$ cat config.mk
export PLATFORM = sky130hd
export DESIGN_NAME = ansi_escape_sequence_parser_flat
export DESIGN_NICKNAME = d
export VERILOG_FILES = /design/src/rtl/aesp_pkg.sv /design/src/rtl/aesp_if.sv /design/src/rtl/aesp_queue.sv /design/src/rtl/aesp_front.sv /design/src/rtl/aesp_back.sv /design/src/rtl/ansi_escape_sequence_parser.sv /design/src/flat_wrapper.sv
export SDC_FILE = /design/constraint.sdc
export NUM_CORES = 1
export LEC_CHECK = 0
export BUFFER_PORTS_ARGS = -buffer_cell sky130_fd_sc_hd__buf_4
export CAP_MARGIN = 20
export CORE_MARGIN = 4
export CORE_UTILIZATION = 50
export CTS_BUF_LIST = sky130_fd_sc_hd__clkbuf_2
export DETAILED_ROUTE_END_ITERATION = 16
export PLACE_DENSITY = 0.78
export SYNTH_ARGS = -nofsm -noshare
export SYNTH_HDL_FRONTEND = slang
export SYNTH_SLANG_ARGS = --single-unit
$ cat constraint.sdc
create_clock -name i_clk -period 12.6 [get_ports i_clk]
set_clock_uncertainty 0.15 [all_clocks]
set_input_delay 1.89 -clock i_clk [delete_from_list [all_inputs] [get_ports i_clk]]
set_output_delay 1.89 -clock i_clk [all_outputs]
set_load 0.05 [all_outputs]
$ cat src/rtl/aesp_pkg.sv
// ----------------------------------------------------------------------------
// aesp_pkg
// shared types and constants of the terminal escape sequence parser
// ----------------------------------------------------------------------------
package aesp_pkg;

    // parser modes of the byte front end
    typedef enum logic [2:0] {
        M_GROUND,
        M_ESC,
        M_CSI,
        M_OSC,
        M_OSC_ESC,
        M_SKIP
    } t_mode;

    // commands handed from the front end to the back end
    typedef enum logic [3:0] {
        OP_CHAR,
        OP_LF,
        OP_CR,
        OP_BEL,
        OP_BS,
        OP_TAB,
        OP_SGR,
        OP_UP,
        OP_DOWN,
        OP_RIGHT,
        OP_LEFT,
        OP_POS,
        OP_COL,
        OP_ED,
        OP_EL
    } t_op;

    localparam int unsigned OP_BITS = 4;

    // back end states
    typedef enum logic [2:0] {
        B_RUN,
        B_WALK,
        B_EXT_SEL,
        B_EXT_PAL,
        B_EXT_R,
        B_EXT_G,
        B_EXT_B
    } t_bstate;

    // result kinds
    localparam logic [2:0] K_CHAR    = 3'd0;
    localparam logic [2:0] K_LF      = 3'd1;
    localparam logic [2:0] K_CR      = 3'd2;
    localparam logic [2:0] K_BEL     = 3'd3;
    localparam logic [2:0] K_MOVE    = 3'd4;
    localparam logic [2:0] K_POS     = 3'd5;
    localparam logic [2:0] K_ERASE_D = 3'd6;
    localparam logic [2:0] K_ERASE_L = 3'd7;

    // colour types
    localparam logic [2:0] C_DEFAULT = 3'd0;
    localparam logic [2:0] C_STD     = 3'd1;
    localparam logic [2:0] C_BRIGHT  = 3'd2;
    localparam logic [2:0] C_PALETTE = 3'd3;
    localparam logic [2:0] C_RGB     = 3'd4;

    // byte codes
    localparam logic [7:0] CH_BEL    = 8'h07;
    localparam logic [7:0] CH_BS     = 8'h08;
    localparam logic [7:0] CH_TAB    = 8'h09;
    localparam logic [7:0] CH_LF     = 8'h0A;
    localparam logic [7:0] CH_CR     = 8'h0D;
    localparam logic [7:0] CH_ESC    = 8'h1B;
    localparam logic [7:0] CH_SPACE  = 8'h20;
    localparam logic [7:0] CH_LPAREN = 8'h28;
    localparam logic [7:0] CH_RPAREN = 8'h29;
    localparam logic [7:0] CH_ZERO   = 8'h30;
    localparam logic [7:0] CH_NINE   = 8'h39;
    localparam logic [7:0] CH_SEMI   = 8'h3B;
    localparam logic [7:0] CH_GT     = 8'h3E;
    localparam logic [7:0] CH_QUEST  = 8'h3F;
    localparam logic [7:0] CH_UP     = 8'h41;
    localparam logic [7:0] CH_DOWN   = 8'h42;
    localparam logic [7:0] CH_RIGHT  = 8'h43;
    localparam logic [7:0] CH_LEFT   = 8'h44;
    localparam logic [7:0] CH_COL    = 8'h47;
    localparam logic [7:0] CH_POS    = 8'h48;
    localparam logic [7:0] CH_ED     = 8'h4A;
    localparam logic [7:0] CH_EL     = 8'h4B;
    localparam logic [7:0] CH_LBRACK = 8'h5B;
    localparam logic [7:0] CH_BSLASH = 8'h5C;
    localparam logic [7:0] CH_RBRACK = 8'h5D;
    localparam logic [7:0] CH_POS_F  = 8'h66;
    localparam logic [7:0] CH_SGR    = 8'h6D;

    // sgr codes
    localparam int unsigned SGR_RESET     = 0;
    localparam int unsigned SGR_BOLD      = 1;
    localparam int unsigned SGR_DIM       = 2;
    localparam int unsigned SGR_ITALIC    = 3;
    localparam int unsigned SGR_UNDER     = 4;
    localparam int unsigned SGR_INVERSE   = 7;
    localparam int unsigned SGR_HIDDEN    = 8;
    localparam int unsigned SGR_STRIKE    = 9;
    localparam int unsigned SGR_NO_BOLD   = 22;
    localparam int unsigned SGR_NO_ITAL   = 23;
    localparam int unsigned SGR_NO_UNDER  = 24;
    localparam int unsigned SGR_NO_INV    = 27;
    localparam int unsigned SGR_NO_HIDE   = 28;
    localparam int unsigned SGR_NO_STRIKE = 29;
    localparam int unsigned SGR_FG_BASE   = 30;
    localparam int unsigned SGR_FG_EXT    = 38;
    localparam int unsigned SGR_FG_DEF    = 39;
    localparam int unsigned SGR_BG_BASE   = 40;
    localparam int unsigned SGR_BG_EXT    = 48;
    localparam int unsigned SGR_BG_DEF    = 49;
    localparam int unsigned SGR_FG_BRIGHT = 90;
    localparam int unsigned SGR_BG_BRIGHT = 100;
    localparam int unsigned SGR_SEL_RGB   = 2;
    localparam int unsigned SGR_SEL_PAL   = 5;

    // current text attributes
    typedef struct packed {
        logic [6:0]  style;
        logic [2:0]  fg_type;
        logic [7:0]  fg_index;
        logic [23:0] fg_rgb;
        logic [2:0]  bg_type;
        logic [7:0]  bg_index;
        logic [23:0] bg_rgb;
    } t_attr;

endpackage

$ cat src/rtl/aesp_if.sv
// ----------------------------------------------------------------------------
// aesp_in_if / aesp_out_if
// valid/ready channels of the escape sequence parser
// ----------------------------------------------------------------------------
interface aesp_in_if;
    logic       valid;
    logic       ready;
    logic [7:0] in_byte;

    modport source (output valid, output in_byte, input ready);
    modport sink   (input valid, input in_byte, output ready);
endinterface

interface aesp_out_if;
    logic               valid;
    logic               ready;
    logic [2:0]         kind;
    logic [7:0]         character;
    logic signed [16:0] row_value;
    logic signed [16:0] col_value;
    logic [6:0]         style_flags;
    logic [2:0]         fg_type;
    logic [7:0]         fg_index;
    logic [23:0]        fg_rgb;
    logic [2:0]         bg_type;
    logic [7:0]         bg_index;
    logic [23:0]        bg_rgb;
    logic               last;

    modport source (output valid, output kind, output character, output row_value,
                    output col_value, output style_flags, output fg_type,
                    output fg_index, output fg_rgb, output bg_type, output bg_index,
                    output bg_rgb, output last, input ready);
    modport sink   (input valid, input kind, input character, input row_value,
                    input col_value, input style_flags, input fg_type,
                    input fg_index, input fg_rgb, input bg_type, input bg_index,
                    input bg_rgb, input last, output ready);
    modport monitor (input valid, input kind, input character, input row_value,
                     input col_value, input style_flags, input fg_type,
                     input fg_index, input fg_rgb, input bg_type, input bg_index,
                     input bg_rgb, input last, input ready);
endinterface

$ cat src/rtl/aesp_queue.sv
// ----------------------------------------------------------------------------
// aesp_queue
// two-entry command queue between front end and back end
// ----------------------------------------------------------------------------
module aesp_queue #(
    parameter int unsigned W = 8
) (
    input  logic         i_clk,
    input  logic         i_rst_n,
    input  logic         i_push,
    input  logic [W-1:0] i_data,
    output logic         o_full,
    input  logic         i_pop,
    output logic         o_empty,
    output logic [W-1:0] o_data
);
    logic [W-1:0] r_mem [2];
    logic         r_wp, r_rp;
    logic [1:0]   r_cnt;

    assign o_full  = (r_cnt == 2'd2);
    assign o_empty = (r_cnt == 2'd0);
    assign o_data  = r_mem[r_rp];

    always_ff @(posedge i_clk) begin
        if (!i_rst_n) begin
            r_wp  <= 1'b0;
            r_rp  <= 1'b0;
            r_cnt <= 2'd0;
        end else begin
            if (i_push) r_wp <= ~r_wp;
            if (i_pop)  r_rp <= ~r_rp;
            r_cnt <= r_cnt + {1'b0, i_push} - {1'b0, i_pop};
        end
    end

    always_ff @(posedge i_clk) begin
        if (i_push) r_mem[r_wp] <= i_data;
    end
endmodule

$ cat src/rtl/aesp_front.sv
// ----------------------------------------------------------------------------
// aesp_front
// byte front end: parser modes, csi parameter collection, command issue
// ----------------------------------------------------------------------------
module aesp_front #(
    parameter int unsigned MAX_PARAMS = 16,
    parameter int unsigned PARAM_BITS = 16,
    parameter int unsigned AW = $clog2(MAX_PARAMS),
    parameter int unsigned CW = $clog2(MAX_PARAMS + 1),
    parameter int unsigned QW = 4 + 8 + CW + 2 * PARAM_BITS
) (
    input  logic                  i_clk,
    input  logic                  i_rst_n,
    aesp_in_if.sink               i_in,
    output logic                  o_push,
    output logic [QW-1:0]         o_cmd,
    input  logic                  i_q_full,
    input  logic                  i_sgr_done,
    input  logic [AW-1:0]         i_rd_addr,
    output logic [PARAM_BITS-1:0] o_rd_data
);
    import aesp_pkg::*;

    localparam logic [PARAM_BITS-1:0] PMAX = {PARAM_BITS{1'b1}};
    localparam logic [CW-1:0]         CMAX = CW'(MAX_PARAMS);

    t_mode                 r_mode, n_mode;
    logic [CW-1:0]         r_cnt, n_cnt;
    logic [PARAM_BITS-1:0] r_acc, n_acc, r_p0, n_p0, r_p1, n_p1;
    logic                  r_done, n_done, r_has, n_has, r_sgr_pend, n_sgr_pend;
    logic [PARAM_BITS-1:0] r_store [MAX_PARAMS];

    logic                  take, is_digit, we;
    logic [7:0]            b;
    logic [PARAM_BITS+3:0] acc_x10;
    logic [CW-1:0]         cnt_fin;
    logic [PARAM_BITS-1:0] p0_fin, p1_fin;
    t_op                   op;

    assign b        = i_in.in_byte;
    assign i_in.ready = !i_q_full && !r_sgr_pend;
    assign take     = i_in.valid && i_in.ready;
    assign is_digit = (b >= CH_ZERO) && (b <= CH_NINE);
    assign acc_x10  = ({4'd0, r_acc} * (PARAM_BITS+4)'(10)) + (PARAM_BITS+4)'(b[3:0]);
    assign o_rd_data = r_store[i_rd_addr];

    // parameter count and leading parameters as the final byte sees them
    always_comb begin
        cnt_fin = r_cnt + CW'(r_has && (r_cnt < CMAX));
        if (cnt_fin == '0) cnt_fin = CW'(1);
        p0_fin = (r_cnt == '0) ? r_acc : r_p0;
        p1_fin = (r_cnt == '0) ? '0 : ((r_cnt == CW'(1)) ? r_acc : r_p1);
    end

    // next mode
    always_comb begin
        n_mode = r_mode;
        if (take) begin
            unique case (r_mode)
                M_GROUND:  n_mode = (b == CH_ESC) ? M_ESC : M_GROUND;
                M_ESC: begin
                    if (b == CH_LBRACK)                         n_mode = M_CSI;
                    else if (b == CH_RBRACK)                    n_mode = M_OSC;
                    else if (b == CH_LPAREN || b == CH_RPAREN)  n_mode = M_SKIP;
                    else                                        n_mode = M_GROUND;
                end
                M_SKIP:    n_mode = M_GROUND;
                M_CSI: begin
                    if (!(is_digit || b == CH_QUEST || b == CH_GT || b == CH_SEMI))
                        n_mode = M_GROUND;
                end
                M_OSC: begin
                    if (b == CH_BEL)      n_mode = M_GROUND;
                    else if (b == CH_ESC) n_mode = M_OSC_ESC;
                end
                M_OSC_ESC: n_mode = (b == CH_BSLASH) ? M_GROUND : M_OSC;
                default:   n_mode = M_GROUND;
            endcase
        end
    end

    // command issue and parameter datapath
    always_comb begin
        o_push     = 1'b0;
        op         = OP_CHAR;
        we         = 1'b0;
        n_cnt      = r_cnt;
        n_acc      = r_acc;
        n_p0       = r_p0;
        n_p1       = r_p1;
        n_done     = r_done;
        n_has      = r_has;
        n_sgr_pend = r_sgr_pend && !i_sgr_done;
        if (take) begin
            unique case (r_mode)
                M_GROUND: begin
                    o_push = 1'b1;
                    if (b == CH_LF)          op = OP_LF;
                    else if (b == CH_CR)     op = OP_CR;
                    else if (b == CH_BEL)    op = OP_BEL;
                    else if (b == CH_BS)     op = OP_BS;
                    else if (b == CH_TAB)    op = OP_TAB;
                    else if (b >= CH_SPACE)  op = OP_CHAR;
                    else                     o_push = 1'b0;
                end
                M_ESC: begin
                    if (b == CH_LBRACK) begin
                        n_cnt  = '0;
                        n_acc  = '0;
                        n_done = 1'b0;
                        n_has  = 1'b0;
                    end
                end
                M_CSI: begin
                    if (is_digit) begin
                        n_has = 1'b1;
                        if (!r_done && r_cnt < CMAX)
                            n_acc = (acc_x10 > {4'd0, PMAX}) ? PMAX
                                                             : acc_x10[PARAM_BITS-1:0];
                    end else if (b == CH_QUEST || b == CH_GT) begin
                        n_has  = 1'b1;
                        n_done = 1'b1;
                    end else if (b == CH_SEMI) begin
                        if (r_cnt < CMAX) begin
                            we    = 1'b1;
                            n_cnt = r_cnt + CW'(1);
                            if (r_cnt == '0)     n_p0 = r_acc;
                            if (r_cnt == CW'(1)) n_p1 = r_acc;
                        end
                        n_acc  = '0;
                        n_done = 1'b0;
                        n_has  = 1'b0;
                    end else begin
                        we     = (r_cnt < CMAX);
                        o_push = 1'b1;
                        unique case (b)
                            CH_SGR:           op = OP_SGR;
                            CH_UP:            op = OP_UP;
                            CH_DOWN:          op = OP_DOWN;
                            CH_RIGHT:         op = OP_RIGHT;
                            CH_LEFT:          op = OP_LEFT;
                            CH_POS, CH_POS_F: op = OP_POS;
                            CH_COL:           op = OP_COL;
                            CH_ED:            op = OP_ED;
                            CH_EL:            op = OP_EL;
                            default:          o_push = 1'b0;
                        endcase
                        if (b == CH_SGR) n_sgr_pend = 1'b1;
                    end
                end
                default: ;
            endcase
        end
        o_cmd = {op, b, cnt_fin, p0_fin, p1_fin};
    end

    always_ff @(posedge i_clk) begin
        if (!i_rst_n) begin
            r_mode     <= M_GROUND;
            r_cnt      <= '0;
            r_done     <= 1'b0;
            r_has      <= 1'b0;
            r_sgr_pend <= 1'b0;
        end else begin
            r_mode     <= n_mode;
            r_cnt      <= n_cnt;
            r_done     <= n_done;
            r_has      <= n_has;
            r_sgr_pend <= n_sgr_pend;
        end
    end

    always_ff @(posedge i_clk) begin
        r_acc <= n_acc;
        r_p0  <= n_p0;
        r_p1  <= n_p1;
        if (we) r_store[r_cnt[AW-1:0]] <= r_acc;
    end
endmodule

$ cat src/rtl/aesp_back.sv
// ----------------------------------------------------------------------------
// aesp_back
// back end: result generation, tab expansion and sgr parameter walk
// ----------------------------------------------------------------------------
module aesp_back #(
    parameter int unsigned MAX_PARAMS = 16,
    parameter int unsigned PARAM_BITS = 16,
    parameter int unsigned AW = $clog2(MAX_PARAMS),
    parameter int unsigned CW = $clog2(MAX_PARAMS + 1),
    parameter int unsigned QW = 4 + 8 + CW + 2 * PARAM_BITS
) (
    input  logic                  i_clk,
    input  logic                  i_rst_n,
    input  logic                  i_q_empty,
    input  logic [QW-1:0]         i_cmd,
    output logic                  o_pop,
    output logic                  o_sgr_done,
    output logic [AW-1:0]         o_rd_addr,
    input  logic [PARAM_BITS-1:0] i_rd_data,
    aesp_out_if.source            o_out
);
    import aesp_pkg::*;

    localparam int unsigned PB = PARAM_BITS;

    t_bstate       r_state, n_state;
    t_attr         r_attr, n_attr, r_oattr;
    logic [CW-1:0] r_i, n_i, r_n, n_n;
    logic [2:0]    r_tab, n_tab;
    logic          r_fg, n_fg;
    logic [15:0]   r_rg, n_rg;
    logic          r_ov, n_ov, load;
    logic [2:0]    r_kind, n_kind;
    logic [7:0]    r_ch, n_ch;
    logic [16:0]   r_row, n_row, r_col, n_col;
    logic          r_last, n_last;

    t_op           op;
    logic [7:0]    ch;
    logic [CW-1:0] cnt;
    logic [PB-1:0] p0, p1, v;
    logic [31:0]   amt, pm0, pm1;
    logic          can_emit;

    assign op  = t_op'(i_cmd[QW-1 -: OP_BITS]);
    assign ch  = i_cmd[QW-OP_BITS-1 -: 8];
    assign cnt = i_cmd[2*PB +: CW];
    assign p0  = i_cmd[PB +: PB];
    assign p1  = i_cmd[0 +: PB];
    assign v   = i_rd_data;
    assign o_rd_addr = r_i[AW-1:0];
    assign can_emit  = !r_ov || o_out.ready;
    assign amt = (p0 == '0) ? 32'd1 : 32'(p0);
    assign pm0 = (p0 == '0) ? 32'd0 : 32'(p0) - 32'd1;
    assign pm1 = (p1 == '0) ? 32'd0 : 32'(p1) - 32'd1;

    // next state
    always_comb begin
        n_state = r_state;
        unique case (r_state)
            B_RUN:     if (!i_q_empty && op == OP_SGR) n_state = B_WALK;
            B_WALK: begin
                if (r_i >= r_n)                                    n_state = B_RUN;
                else if (v == PB'(SGR_FG_EXT) || v == PB'(SGR_BG_EXT)) n_state = B_EXT_SEL;
            end
            B_EXT_SEL: begin
                if ((CW+2)'(r_i) + (CW+2)'(1) < (CW+2)'(r_n) && v == PB'(SGR_SEL_PAL))
                    n_state = B_EXT_PAL;
                else if ((CW+2)'(r_i) + (CW+2)'(3) < (CW+2)'(r_n) && v == PB'(SGR_SEL_RGB))
                    n_state = B_EXT_R;
                else
                    n_state = B_WALK;
            end
            B_EXT_PAL: n_state = B_WALK;
            B_EXT_R:   n_state = B_EXT_G;
            B_EXT_G:   n_state = B_EXT_B;
            B_EXT_B:   n_state = B_WALK;
            default:   n_state = B_RUN;
        endcase
    end

    // datapath and handshakes
    always_comb begin
        n_attr     = r_attr;
        n_i        = r_i;
        n_n        = r_n;
        n_tab      = r_tab;
        n_fg       = r_fg;
        n_rg       = r_rg;
        o_pop      = 1'b0;
        o_sgr_done = 1'b0;
        load       = 1'b0;
        n_kind     = K_CHAR;
        n_ch       = '0;
        n_row      = '0;
        n_col      = '0;
        n_last     = 1'b1;
        unique case (r_state)
            B_RUN: begin
                if (!i_q_empty) begin
                    if (op == OP_SGR) begin
                        n_i = '0;
                        n_n = cnt;
                    end else if (can_emit) begin
                        load  = 1'b1;
                        o_pop = 1'b1;
                        case (op)
                            OP_CHAR:  n_ch = ch;
                            OP_LF:    n_kind = K_LF;
                            OP_CR:    n_kind = K_CR;
                            OP_BEL:   n_kind = K_BEL;
                            OP_BS: begin
                                n_kind = K_MOVE;
                                n_col  = '1;
                            end
                            OP_TAB: begin
                                // eight spaces, the queue entry stays until the last
                                n_ch   = CH_SPACE;
                                n_last = (r_tab == 3'd7);
                                o_pop  = (r_tab == 3'd7);
                                n_tab  = r_tab + 3'd1;
                            end
                            OP_UP: begin
                                n_kind = K_MOVE;
                                n_row  = 17'(32'd0 - amt);
                            end
                            OP_DOWN: begin
                                n_kind = K_MOVE;
                                n_row  = amt[16:0];
                            end
                            OP_RIGHT: begin
                                n_kind = K_MOVE;
                                n_col  = amt[16:0];
                            end
                            OP_LEFT: begin
                                n_kind = K_MOVE;
                                n_col  = 17'(32'd0 - amt);
                            end
                            OP_POS: begin
                                n_kind = K_POS;
                                n_row  = pm0[16:0];
                                n_col  = pm1[16:0];
                            end
                            OP_COL: begin
                                n_kind = K_POS;
                                n_row  = '1;
                                n_col  = pm0[16:0];
                            end
                            OP_ED: begin
                                n_kind = K_ERASE_D;
                                n_col  = 17'(p0);
                            end
                            OP_EL: begin
                                n_kind = K_ERASE_L;
                                n_col  = 17'(p0);
                            end
                            default: load = 1'b0;
                        endcase
                    end
                end
            end
            B_WALK: begin
                if (r_i >= r_n) begin
                    o_pop      = 1'b1;
                    o_sgr_done = 1'b1;
                end else begin
                    n_i = r_i + CW'(1);
                    if (v == PB'(SGR_RESET))          n_attr = '0;
                    else if (v == PB'(SGR_BOLD))      n_attr.style[0] = 1'b1;
                    else if (v == PB'(SGR_DIM))       n_attr.style[1] = 1'b1;
                    else if (v == PB'(SGR_ITALIC))    n_attr.style[2] = 1'b1;
                    else if (v == PB'(SGR_UNDER))     n_attr.style[3] = 1'b1;
                    else if (v == PB'(SGR_INVERSE))   n_attr.style[4] = 1'b1;
                    else if (v == PB'(SGR_HIDDEN))    n_attr.style[5] = 1'b1;
                    else if (v == PB'(SGR_STRIKE))    n_attr.style[6] = 1'b1;
                    else if (v == PB'(SGR_NO_BOLD))   n_attr.style[1:0] = 2'b00;
                    else if (v == PB'(SGR_NO_ITAL))   n_attr.style[2] = 1'b0;
                    else if (v == PB'(SGR_NO_UNDER))  n_attr.style[3] = 1'b0;
                    else if (v == PB'(SGR_NO_INV))    n_attr.style[4] = 1'b0;
                    else if (v == PB'(SGR_NO_HIDE))   n_attr.style[5] = 1'b0;
                    else if (v == PB'(SGR_NO_STRIKE)) n_attr.style[6] = 1'b0;
                    else if (v >= PB'(SGR_FG_BASE) && v <= PB'(SGR_FG_BASE + 7)) begin
                        n_attr.fg_type  = C_STD;
                        n_attr.fg_index = {5'd0, v[2:0] - 3'(SGR_FG_BASE)};
                    end else if (v >= PB'(SGR_BG_BASE) && v <= PB'(SGR_BG_BASE + 7)) begin
                        n_attr.bg_type  = C_STD;
                        n_attr.bg_index = {5'd0, v[2:0] - 3'(SGR_BG_BASE)};
                    end else if (v >= PB'(SGR_FG_BRIGHT) && v <= PB'(SGR_FG_BRIGHT + 7)) begin
                        n_attr.fg_type  = C_BRIGHT;
                        n_attr.fg_index = {5'd0, v[2:0] - 3'(SGR_FG_BRIGHT)};
                    end else if (v >= PB'(SGR_BG_BRIGHT) && v <= PB'(SGR_BG_BRIGHT + 7)) begin
                        n_attr.bg_type  = C_BRIGHT;
                        n_attr.bg_index = {5'd0, v[2:0] - 3'(SGR_BG_BRIGHT)};
                    end else if (v == PB'(SGR_FG_DEF)) begin
                        n_attr.fg_type  = C_DEFAULT;
                        n_attr.fg_index = '0;
                        n_attr.fg_rgb   = '0;
                    end else if (v == PB'(SGR_BG_DEF)) begin
                        n_attr.bg_type  = C_DEFAULT;
                        n_attr.bg_index = '0;
                        n_attr.bg_rgb   = '0;
                    end else if (v == PB'(SGR_FG_EXT) || v == PB'(SGR_BG_EXT)) begin
                        n_fg = (v == PB'(SGR_FG_EXT));
                    end
                end
            end
            B_EXT_SEL: begin
                // a short operand list or an unknown selector leaves the index on the selector
                if (n_state != B_WALK) n_i = r_i + CW'(1);
            end
            B_EXT_PAL: begin
                n_i = r_i + CW'(1);
                if (r_fg) begin
                    n_attr.fg_type  = C_PALETTE;
                    n_attr.fg_index = v[7:0];
                end else begin
                    n_attr.bg_type  = C_PALETTE;
                    n_attr.bg_index = v[7:0];
                end
            end
            B_EXT_R: begin
                n_i        = r_i + CW'(1);
                n_rg[15:8] = v[7:0];
            end
            B_EXT_G: begin
                n_i       = r_i + CW'(1);
                n_rg[7:0] = v[7:0];
            end
            B_EXT_B: begin
                n_i = r_i + CW'(1);
                if (r_fg) begin
                    n_attr.fg_type = C_RGB;
                    n_attr.fg_rgb  = {r_rg, v[7:0]};
                end else begin
                    n_attr.bg_type = C_RGB;
                    n_attr.bg_rgb  = {r_rg, v[7:0]};
                end
            end
            default: ;
        endcase
        n_ov = load || (r_ov && !o_out.ready);
    end

    always_ff @(posedge i_clk) begin
        if (!i_rst_n) begin
            r_state <= B_RUN;
            r_attr  <= '0;
            r_tab   <= '0;
            r_ov    <= 1'b0;
        end else begin
            r_state <= n_state;
            r_attr  <= n_attr;
            r_tab   <= n_tab;
            r_ov    <= n_ov;
        end
    end

    always_ff @(posedge i_clk) begin
        r_i  <= n_i;
        r_n  <= n_n;
        r_fg <= n_fg;
        r_rg <= n_rg;
        if (load) begin
            r_kind  <= n_kind;
            r_ch    <= n_ch;
            r_row   <= n_row;
            r_col   <= n_col;
            r_last  <= n_last;
            r_oattr <= r_attr;
        end
    end

    assign o_out.valid       = r_ov;
    assign o_out.kind        = r_kind;
    assign o_out.character   = r_ch;
    assign o_out.row_value   = r_row;
    assign o_out.col_value   = r_col;
    assign o_out.style_flags = r_oattr.style;
    assign o_out.fg_type     = r_oattr.fg_type;
    assign o_out.fg_index    = r_oattr.fg_index;
    assign o_out.fg_rgb      = r_oattr.fg_rgb;
    assign o_out.bg_type     = r_oattr.bg_type;
    assign o_out.bg_index    = r_oattr.bg_index;
    assign o_out.bg_rgb      = r_oattr.bg_rgb;
    assign o_out.last        = r_last;
endmodule

$ cat src/rtl/ansi_escape_sequence_parser.sv
// ----------------------------------------------------------------------------
// ansi_escape_sequence_parser
// terminal byte stream parser with csi decode and sgr attribute tracking
// ----------------------------------------------------------------------------
//  channel   dir  payload                                     handshake
//  i_in      in   in_byte                                     valid/ready
//  o_out     out  kind, character, row/col value, attributes  valid/ready
//
//  one byte per cycle in the front end while the queue has room and no sgr
//  walk is pending; results leave one per cycle while o_out is ready and no
//  sgr walk runs; a tab holds its queue entry until all eight spaces are out
//  an sgr final byte holds the input until the single-port parameter walk ends
//  a two-entry command queue sits between byte parsing and result generation
//  synchronous active-low reset clears parser mode, attributes and queue
// ----------------------------------------------------------------------------
module ansi_escape_sequence_parser #(
    parameter int unsigned MAX_PARAMS = 16,
    parameter int unsigned PARAM_BITS = 16
) (
    input  logic       i_clk,
    input  logic       i_rst_n,
    aesp_in_if.sink    i_in,
    aesp_out_if.source o_out
);
    import aesp_pkg::*;

    localparam int unsigned AW = (MAX_PARAMS > 1) ? $clog2(MAX_PARAMS) : 1;
    localparam int unsigned CW = $clog2(MAX_PARAMS + 1);
    localparam int unsigned QW = OP_BITS + 8 + CW + 2 * PARAM_BITS;

    logic                  push, pop, q_full, q_empty, sgr_done;
    logic [QW-1:0]         cmd_in, cmd_out;
    logic [AW-1:0]         rd_addr;
    logic [PARAM_BITS-1:0] rd_data;

    aesp_front #(
        .MAX_PARAMS(MAX_PARAMS), .PARAM_BITS(PARAM_BITS), .AW(AW), .CW(CW), .QW(QW)
    ) u_front (
        .i_clk      (i_clk),
        .i_rst_n    (i_rst_n),
        .i_in       (i_in),
        .o_push     (push),
        .o_cmd      (cmd_in),
        .i_q_full   (q_full),
        .i_sgr_done (sgr_done),
        .i_rd_addr  (rd_addr),
        .o_rd_data  (rd_data)
    );

    aesp_queue #(.W(QW)) u_queue (
        .i_clk   (i_clk),
        .i_rst_n (i_rst_n),
        .i_push  (push),
        .i_data  (cmd_in),
        .o_full  (q_full),
        .i_pop   (pop),
        .o_empty (q_empty),
        .o_data  (cmd_out)
    );

    aesp_back #(
        .MAX_PARAMS(MAX_PARAMS), .PARAM_BITS(PARAM_BITS), .AW(AW), .CW(CW), .QW(QW)
    ) u_back (
        .i_clk      (i_clk),
        .i_rst_n    (i_rst_n),
        .i_q_empty  (q_empty),
        .i_cmd      (cmd_out),
        .o_pop      (pop),
        .o_sgr_done (sgr_done),
        .o_rd_addr  (rd_addr),
        .i_rd_data  (rd_data),
        .o_out      (o_out)
    );
endmodule

$ cat src/flat_wrapper.sv
// flat-port wrapper written by rule: the top's interface ports become plain ports
module ansi_escape_sequence_parser_flat import aesp_pkg::*;
#(
    parameter int unsigned MAX_PARAMS = 16,
    parameter int unsigned PARAM_BITS = 16
)
  (i_clk, i_rst_n, i_in_valid, i_in_in_byte, i_in_ready, o_out_valid, o_out_kind, o_out_character, o_out_row_value, o_out_col_value, o_out_style_flags, o_out_fg_type, o_out_fg_index, o_out_fg_rgb, o_out_bg_type, o_out_bg_index, o_out_bg_rgb, o_out_last, o_out_ready);
  aesp_in_if i_in_i ();
  aesp_out_if o_out_i ();
  input  logic i_clk;
  input  logic i_rst_n;
  input wire logic [$bits(i_in_i.valid)-1:0] i_in_valid;
  input wire logic [$bits(i_in_i.in_byte)-1:0] i_in_in_byte;
  output wire logic [$bits(i_in_i.ready)-1:0] i_in_ready;
  output wire logic [$bits(o_out_i.valid)-1:0] o_out_valid;
  output wire logic [$bits(o_out_i.kind)-1:0] o_out_kind;
  output wire logic [$bits(o_out_i.character)-1:0] o_out_character;
  output wire logic [$bits(o_out_i.row_value)-1:0] o_out_row_value;
  output wire logic [$bits(o_out_i.col_value)-1:0] o_out_col_value;
  output wire logic [$bits(o_out_i.style_flags)-1:0] o_out_style_flags;
  output wire logic [$bits(o_out_i.fg_type)-1:0] o_out_fg_type;
  output wire logic [$bits(o_out_i.fg_index)-1:0] o_out_fg_index;
  output wire logic [$bits(o_out_i.fg_rgb)-1:0] o_out_fg_rgb;
  output wire logic [$bits(o_out_i.bg_type)-1:0] o_out_bg_type;
  output wire logic [$bits(o_out_i.bg_index)-1:0] o_out_bg_index;
  output wire logic [$bits(o_out_i.bg_rgb)-1:0] o_out_bg_rgb;
  output wire logic [$bits(o_out_i.last)-1:0] o_out_last;
  input wire logic [$bits(o_out_i.ready)-1:0] o_out_ready;
  assign i_in_i.valid = i_in_valid;
  assign i_in_i.in_byte = i_in_in_byte;
  assign i_in_ready = i_in_i.ready;
  assign o_out_valid = o_out_i.valid;
  assign o_out_kind = o_out_i.kind;
  assign o_out_character = o_out_i.character;
  assign o_out_row_value = o_out_i.row_value;
  assign o_out_col_value = o_out_i.col_value;
  assign o_out_style_flags = o_out_i.style_flags;
  assign o_out_fg_type = o_out_i.fg_type;
  assign o_out_fg_index = o_out_i.fg_index;
  assign o_out_fg_rgb = o_out_i.fg_rgb;
  assign o_out_bg_type = o_out_i.bg_type;
  assign o_out_bg_index = o_out_i.bg_index;
  assign o_out_bg_rgb = o_out_i.bg_rgb;
  assign o_out_last = o_out_i.last;
  assign o_out_i.ready = o_out_ready;
  ansi_escape_sequence_parser #(.MAX_PARAMS(MAX_PARAMS), .PARAM_BITS(PARAM_BITS)) u_core (.i_clk(i_clk), .i_rst_n(i_rst_n), .i_in(i_in_i), .o_out(o_out_i));
endmodule
---- Yosys cells after proc, flatten, opt, wreduce, memory -nomap -nowiden ----
Memories as Yosys holds them, arrays and structs flattened. A register that Yosys moved wholly into a read port is not among the register bits.
Cells that the tools add are included.
cells by class
  add/sub/neg operators ................... 15
  multipliers ............................. 1
  magnitude comparators ................... 16
  eq/ne operators ......................... 163
  muxes and demuxes ....................... 243
  bitwise operators ....................... 29
  reductions and logical operators ........ 77
operators by type and width
  kind                 count
  $mux 35              44
  $mux 59              20
  $mux 75              9
  $mux 74              8
  $mux 70              8
  $mux 73              3
  $mux 16              10
  $ne 5x5->1 const B   32
  $ne 3x3->1 const B   37
  $eq 8x7->1 const B   13
  $pmux 17 s6          1
  $eq 16x5->1 const B  6
  $mux 24              4
  $pmux 24 s2          2
  $mux 77              1
  $mux 76              1
  $mux 72              1
  $mux 71              1
  $pmux 17 s4          1
  $mux 11              6
  $eq 16x6->1 const B  4
  $mux 1               60
  $mux 3               20
  $mux 5               12
  93 further kinds     240
word-level totals
  bits in registers ....................... 297
  RAM bits ................................ 354
  bits of input ports ..................... 12
  output and inout port bits .............. 125
  logic and storage cells ................. 590
  memories ................................ 2
memories
  memory                  depth  bits a word  read ports  clocked after Yosys merged registers in  write ports  RTL line          source
  u_core.u_front.r_store  16     16           1           1                                        1            aesp_front.sv:31  logic [PARAM_BITS-1:0] r_store [MAX_PARAMS];
  u_core.u_queue.r_mem    2      49           1           1                                        1            aesp_queue.sv:17  logic [W-1:0] r_mem [2];

---- Longest topological paths before layout ----
Gate-level depths: netlist (run 1).
  depth in word-level cells ............... 78
  mapped depth ............................ 19
  gate-level depth less buffers ........... 16

---- Cells and area by module ----
A second synthesis (run 1) with hierarchy kept.
second synthesis, totals
  cell total of the unflattened synthesis .. 2121
  area total of the unflattened synthesis .. 29533.3 um^2
modules (own cells, without submodules)
  module      instances  cells each  area an instance (um^2)  seq. area each (um^2)
  aesp_front  1          858         14311.2                  9349.0
  aesp_back   1          1090        11415.9                  6185.9
  aesp_queue  1          173         3806.2                   3042.9

---- Least setup slack after synthesis (run 1) ----
Ideal clock, no wire load.
  path type ............................... input port to flip-flop
  start ................................... in o_out_ready
  end ..................................... reg u_core.u_back.r_oattr (netlist bit u_core.u_back.o_out.bg_index[0]), enable pin
  setup time .............................. 0.647 ns
  arrival time ............................ 8.428 ns
  required time ........................... 11.803 ns
  path slack .............................. 3.374 ns
  stages on the path ...................... 4
  buffers on the path ..................... 1
  cells stage by stage .................... nor2b_1 > or3_1 > clkbuf_1 > a21oi_1
between the ends
  longest elaborated chain between the ends .. 5
RTL lines
  item                          RTL line            source
  from (decl)                   flat_wrapper.sv:28  input wire logic [$bits(o_out_i.ready)-1:0] o_out_ready;
  $logic_or 1x1->1              aesp_back.sv:52     assign can_emit = !r_ov || o_out.ready;
  $mux 1                        aesp_back.sv:104    end else if (can_emit) begin
  $mux 1                        aesp_back.sv:101    if (op == OP_SGR) begin
  $mux 1                        aesp_back.sv:100    if (!i_q_empty) begin
  $mux 1                        aesp_back.sv:98     unique case (r_state)
  named net u_core.u_back.load  aesp_back.sv:32     logic r_ov, n_ov, load;
  to (signal assigned)          aesp_back.sv:269    r_oattr <= r_attr;
  to (decl)                     aesp_back.sv:27     t_attr r_attr, n_attr, r_oattr;
The timed path passes the listed nets, and every way through them passes these cells.
A chain may end at the register's enable or synchronous reset.

==> reports/summary.txt, run 1 <==
Largest net degree at the start of global routing - 74
Crit path kind - reg -> reg
Core area - 56820 um^2
Initial Util - 50.89%
Total of max-cap violations - 0
Grt ovf - 0
Post-layout nets - 2459
Overall Power - 5.974 mW
First-pass GRT wire length - 104300 um
DP HPWL - 43790 um
Die ar. - 61740 um^2
Most frequent cells after synthesis - 552 x edfxtp_1, 206 x nor2_1, 160 x nand2_1, 109 x mux2i_1, 104 x dfxtp_1
Root Buffer - clkbuf_2
Count of final setup violators - 0
Count leader, synth - edfxtp_1
Yosys warnings - 0
Routed length per instance - 20.46 um
Post-CTS Setup Bufs - 0
Vias/cell - 5.845
Final Cell Area - 32160 um^2
CTS max path bufs - 3
Slew margin rel. - 23.35%
Crit-path cells - buf_4 -> mux2_2 -> inv_1 -> ha_1 -> nand3_1 -> nor2_1 -> nand3_1 -> nand2_1 -> ha_1 -> and2_1 -> nand2_1 -> nor4_1 -> o22ai_1 -> a211oi_1 -> nor2_1
Ys flop type - edfxtp_1
Fin Setup TNS - 0 ns
Number of hold violations in the final report - 0
Post-synthesis async set-or-reset flop share - 0%
Total CTS buffers - 155
Dpl cell area - 30740 um^2
Die W - 248.5 um
Post-route minimum period - 5.499 ns
R2r setup slk - 7.10 ns
DR WL met2 - 32740 um
WL met3 - 4818 um
Bufs and invs on worst path - 2
Initial drt markers - 2107
Syn_nets - 2224
Final period utilization - 43.64%
Synth unique cells - 94
Reg area - 18660 um^2
Worst setup SP type - flop
CTS tree - built
TritonCTS Sinks - 656
Vias in the first global route - 18960
DRT met1 WL - 27110 um
Final ANT Viol Nets - 0
Synth top area share - 57.33%
Hold Crit Class - reg -> reg
PortBufs - 136
Top layer in use - met4
Setup crit end kind - flop
Power per Cell Area - 185.7 nW/um^2
Final Max Tran Viols - 0
Synthesized cell area - 28920 um^2
Outcome - finished clean
Cells after Synth - 2148
Initial antenna violation count - 1
Clock Latency Late Sink - 1.28 ns
GRT Util Overall - 20.97%
Worst Path Arrival - 6.38 ns
Critical Path RT - 13.49 ns
Layout Area Growth over Synthesis - 11.23%
Seq/Total Area, Yosys - 64.53%
DRC errors left - 0
Finished Layout Cells - 3253
Highest clock rate - 181.8 MHz
PostCTS Resize Cnt - 0
Die height - 248.5 um
Worst-margin pin slew - 1.146 ns
Fill cell count - 4584
Largest area contributor in the netlist - edfxtp_1
Area contributors post-synth - edfxtp_1 57%, dfxtp_1 7.2%, mux2i_1 3.8%
Row count - 87
Slowest cell delay on critical path - 0.71 ns
CP max FO - 38
Cell count after placement - 2978
Unrepaired setup endpoints after global routing - false
Share of layout cells above drive strength 1 - 22.84%
Critical path's slowest cell - dfxtp_4
Post-synthesis register bit count - 656
Hold buffer count at CTS - 0
Crit-path leading delay family - simple AND/OR/NAND/NOR gates
Final WL - 66550 um
CTS clk-pin slew, worst paths - 0.11 ns
Syn_area_per_cell - 13.46 um^2
Router iterations before antenna repair - 7
Area taken by multi-input logic gates - 9624 um^2
VDD IR max - 0.0001435 V
Gpl congestion - 0.9153
Static leakage - 11.27 nW
# IOs - 137
EDFF count, synth - 552
H-tree levels - 4
Vias - 19010
[logic make-up (layout without fill, tap and decap cells)]
kind of cell | after synthesis | in the layout | share of synthesized area, %
and+or+nand+nor | 668 | 668 | 11.38
DFF | 656 | 656 | 64.53
AOI/OAI and AO/OA | 344 | 344 | 7.832
muxes | 207 | 207 | 9.083
buffers and inverters | 145 | 493 | 2.415
adders and majority gates | 64 | 64 | 2.821
xor gates and xnor gates | 64 | 64 | 1.939
other | 0 | 1 | 0
[report_power, final]
group | switching [mW] | internal, mW
clock | 0.825 | 0.520
combinational | 1.32 | 0.548
sequential | 0.129 | 2.64
[per-stage QoR]
step                      setup WS [ns]  utilization, %  hold slack [ns]
after global placement            7.301           54.02           0.2636
after detailed placement          7.244           54.10           0.2653
final                             7.101           56.60           0.2826
after CTS                         7.218           56.55           0.2794
after floorplan                   3.374               -           0.2519
after global routing              6.732           56.60           0.2774
[cells in the final DEF (no fill, tap or decap), types with 7 or more instances in the layout]
cell,instances
ha_1,62
edfxtp_1,552
nand2_1,160
or3_1,22
o211ai_1,8
a31oi_1,37
a21oi_1,101
nand4_1,9
mux2_2,61
nor4b_1,9
nand2b_1,20
a221oi_1,8
buf_4,179
inv_1,33
or4_1,7
o21ai_0,60
nor3_1,50
mux4_2,33
clkbuf_2,223
and2_1,25
nand3_1,42
nor4_1,24
a21o_1,14
and3_1,8
clkinv_2,8
o21a_1,8
o22ai_1,10
a211oi_1,17
nor2b_1,36
inv_2,10
dfxtp_1,102
nor2_1,205
xnor2_1,38
clkinv_1,25
xor2_1,26
mux2i_1,109
a22oi_1,7
[layout make-up]
class / instances / share of cell area (%)
diodes: 1 / 0.007780
inverters: 40 / 0.4668
clock inverters: 47 / 0.8597
multi-input cells: 1347 / 29.92
repair buffers: 183 / 4.306
flip-flops and latches: 656 / 58.03
clock buffers: 223 / 3.470
well taps: 756 / 2.941
[path summary, 6_finish.rpt]
check | cells after the start | end | from
worst max-delay path | 15 | u_core.u_back.o_out.row_value[14] | flop
worst min-delay path | 0 | u_core.u_back.o_out.fg_rgb[20] | u_core.u_back.r_attr[55]
worst max register to register | 15 | u_core.u_back.o_out.row_value[14] | flop
worst min register to register | 0 | u_core.u_back.o_out.fg_rgb[20] | u_core.u_back.r_attr[55]
[layer usage]
metal / vias up / GRT usage [%]
met1: 9287 / 27.34
li1: 8718 / -
met5: - / 0
met4: 0 / 8.142
met2: 865 / 34.45
met3: 143 / 4.838
[flip-flops by register name, summed over array words and instances (netlist names), 17 cells and up, named ones only]
name and cells:
u_core.u_front.r_store 256, u_core.u_queue.r_mem 98, u_core.u_back.r_attr 77, u_core.u_back.o_out.bg_rgb 24
u_core.u_back.o_out.fg_rgb 24, u_core.u_back.o_out.col_value 17, u_core.u_back.o_out.row_value 17
Note: power is estimated with default switching activity, not from simulation.
==> inputs of run 2 (changes only) <==
==> constraint.sdc (replaced) <==
create_clock -name i_clk -period 5.1 [get_ports i_clk]
set_clock_uncertainty 0.15 [all_clocks]
set_input_delay 0.765 -clock i_clk [delete_from_list [all_inputs] [get_ports i_clk]]
set_output_delay 0.765 -clock i_clk [all_outputs]
set_load 0.05 [all_outputs]
==> reports/summary.txt, run 2 (synthesis gave the netlist of run 1 again) <==
Outcome - finished clean
Post-CTS Setup Bufs - 0 (unchanged)
Core area - 56820 um^2 (unchanged)
Worst Setup SP - u_core.u_front.r_acc[2]
Critical Path RT - 5.97 ns (-7.52 ns)
Max FFs per register - 256 (unchanged)
Vias/cell - 5.770 (-1.3%)
Static leakage - 11.47 nW (+1.8%)
Dpl cell area - 30940 um^2 (+0.67%)
Hold Startpoint - i_in_in_byte[5]
First-pass GRT wire length - 102700 um (-1.6%)
VDD IR max - 0.0004593 V (+220%)
Share of layout cells above drive strength 1 - 23.47% (+0.63 points)
Post-layout nets - 2486 (+1.1%)
Slew margin rel. - 31.56% (+8.2 points)
Die W - 248.5 um (unchanged)
Reg2reg path depth - 12 (-3)
Largest net degree at the start of global routing - 76 (+2.7%)
Setup crit end kind - flop
Worst hold margin - 0.1463 ns (-0.1363 ns)
PortBufs - 136 (unchanged)
Highest clock rate - 213.2 MHz (+17%)
Most frequent cells in the layout - 552 x edfxtp_1, 230 x clkbuf_2, 205 x nor2_1
Vias - 19000 (-0.074%)
Reg-to-Reg Start - u_core.u_front.r_acc[2]
Root Buffer - clkbuf_2
Vias in the first global route - 19030 (+0.34%)
Grt ovf - 0 (unchanged)
R2r setup slk - 0.41 ns (-6.69 ns)
Power per Cell Area - 456.4 nW/um^2 (+150%)
Router iterations before antenna repair - 5 (-2)
Fill cell count - 4509 (-1.6%)
Initial drt markers - 1694 (-20%)
CTS tree - built
CTS max path bufs - 3 (unchanged)
Clock Latency Late Sink - 1.35 ns (+0.07 ns)
Worst Path Arrival - 5.56 ns (-0.82 ns)
H-tree levels - 4 (unchanged)
# IOs - 137 (unchanged)
Gpl congestion - 0.9122 (-0.34%)
Row count - 87 (unchanged)
CTS clk-pin slew, worst paths - 0.13 ns (+0.02 ns)
Final Max Tran Viols - 0 (unchanged)
Worst setup SP type - flop
PostCTS Resize Cnt - 0 (unchanged)
Fin Setup TNS - 0 ns (unchanged)
WHS Path Cells - 2 (+2)
Post-route minimum period - 4.690 ns (-0.8090 ns)
Hold buffer count at CTS - 12 (+12)
DRC errors left - 0 (unchanged)
Unrepaired setup endpoints after global routing - false
Overall Power - 14.86 mW (+150%)
DP HPWL - 42230 um (-3.6%)
Final ANT Viol Nets - 0 (unchanged)
RR Endpoint - u_core.u_front.r_acc[1]
Final Cell Area - 32560 um^2 (+1.2%)
Crit path kind - reg -> reg
Hold Crit Class - in -> reg
Routed length per instance - 19.74 um (-3.5%)
CP max FO - 20 (-47%)
Layout Area Growth over Synthesis - 12.62%
TritonCTS Sinks - 656 (unchanged)
Die height - 248.5 um (unchanged)
Final WL - 65000 um (-2.3%)
Final period utilization - 91.97% (+48 points)
Number of hold violations in the final report - 0 (unchanged)
Initial antenna violation count - 3 (+2)
Worst-margin pin slew - 1.023 ns (-0.1223 ns)
Worst Hold Endpoint - u_core.u_queue.r_mem[1][42]
Initial Util - 50.89% (unchanged)
Total CTS buffers - 153 (-1.3%)
GRT Util Overall - 20.56% (-0.42 points)
Total of max-cap violations - 0 (unchanged)
Count of final setup violators - 0 (unchanged)
Die ar. - 61740 um^2 (unchanged)
Most common cell after layout, fill and taps aside - edfxtp_1
Fin util - 57.31% (+0.70 points)
-- run 2: how the worst max path moves through the flow --
stage	slack, ns	cells past startpoint	endpoint
global placement	0.58	10	u_core.u_back.r_attr[27]
global route	0.12	12	u_core.u_front.r_acc[1]
finish	0.41	12	u_core.u_front.r_acc[1]
CTS	0.42	10	u_core.u_back.r_attr[29]
floorplan	0.33	6	u_core.u_back.o_out.bg_index[0]
detailed placement	0.38	10	u_core.u_back.r_attr[27]
-- run 2: report_power, final --
| part | switching (mW) | internal, mW |
|---|---|---|
| logic | 3.21 | 1.43 |
| registers | 0.322 | 6.51 |
| clock network | 2.07 | 1.32 |
-- run 2: worst max-delay path, stage by stage, from the launching register on --
cell and delay (ns):
edfxtp_1 0.87, ha_1 0.39, ha_1 0.31, a21o_1 0.19, a21o_1 0.19, a2111oi_0 0.75, o21ai_0 0.31, o21ai_0 0.27
xor2_1 0.13, nor3_1 0.24, mux2i_1 0.21, buf_4 0.24, a31oi_1 0.12
-- run 2: cell type report --
type / count / area [um^2] / share of cell area [%]
Antenna cell: 6 / 15.01 / 0.04611
Sequential cell: 656 / 18660 / 57.31
Inverter: 40 / 150.1 / 0.4611
Clock buffer: 230 / 1151 / 3.535
Multi-Input combinational cell: 1347 / 9637 / 29.59
Timing Repair Buffer: 212 / 1724 / 5.295
Clock inverter: 46 / 277.8 / 0.8530
Tap cell: 756 / 945.9 / 2.905
-- run 2: stage by stage --
| stage | worst slack [ns] | cells |
|---|---|---|
| floorplan | 0.3258 | 2148 |
| global placement | 0.5797 | 2997 |
| detailed placement | 0.3817 | 2997 |
| CTS | 0.4249 | 3285 |
| global route | 0.1213 | 3291 |
| finish | 0.4098 | 3293 |
-- run 2: routing by layer --
metal  routed length (um)  global-route usage (%)  up-vias
met3                 4233                   4.744      129
met4                 1747                   7.806        0
li1                     -                       -     8804
met5                    0                       0        -
met2                32920                   34.74      758
met1                26100                   25.99     9308
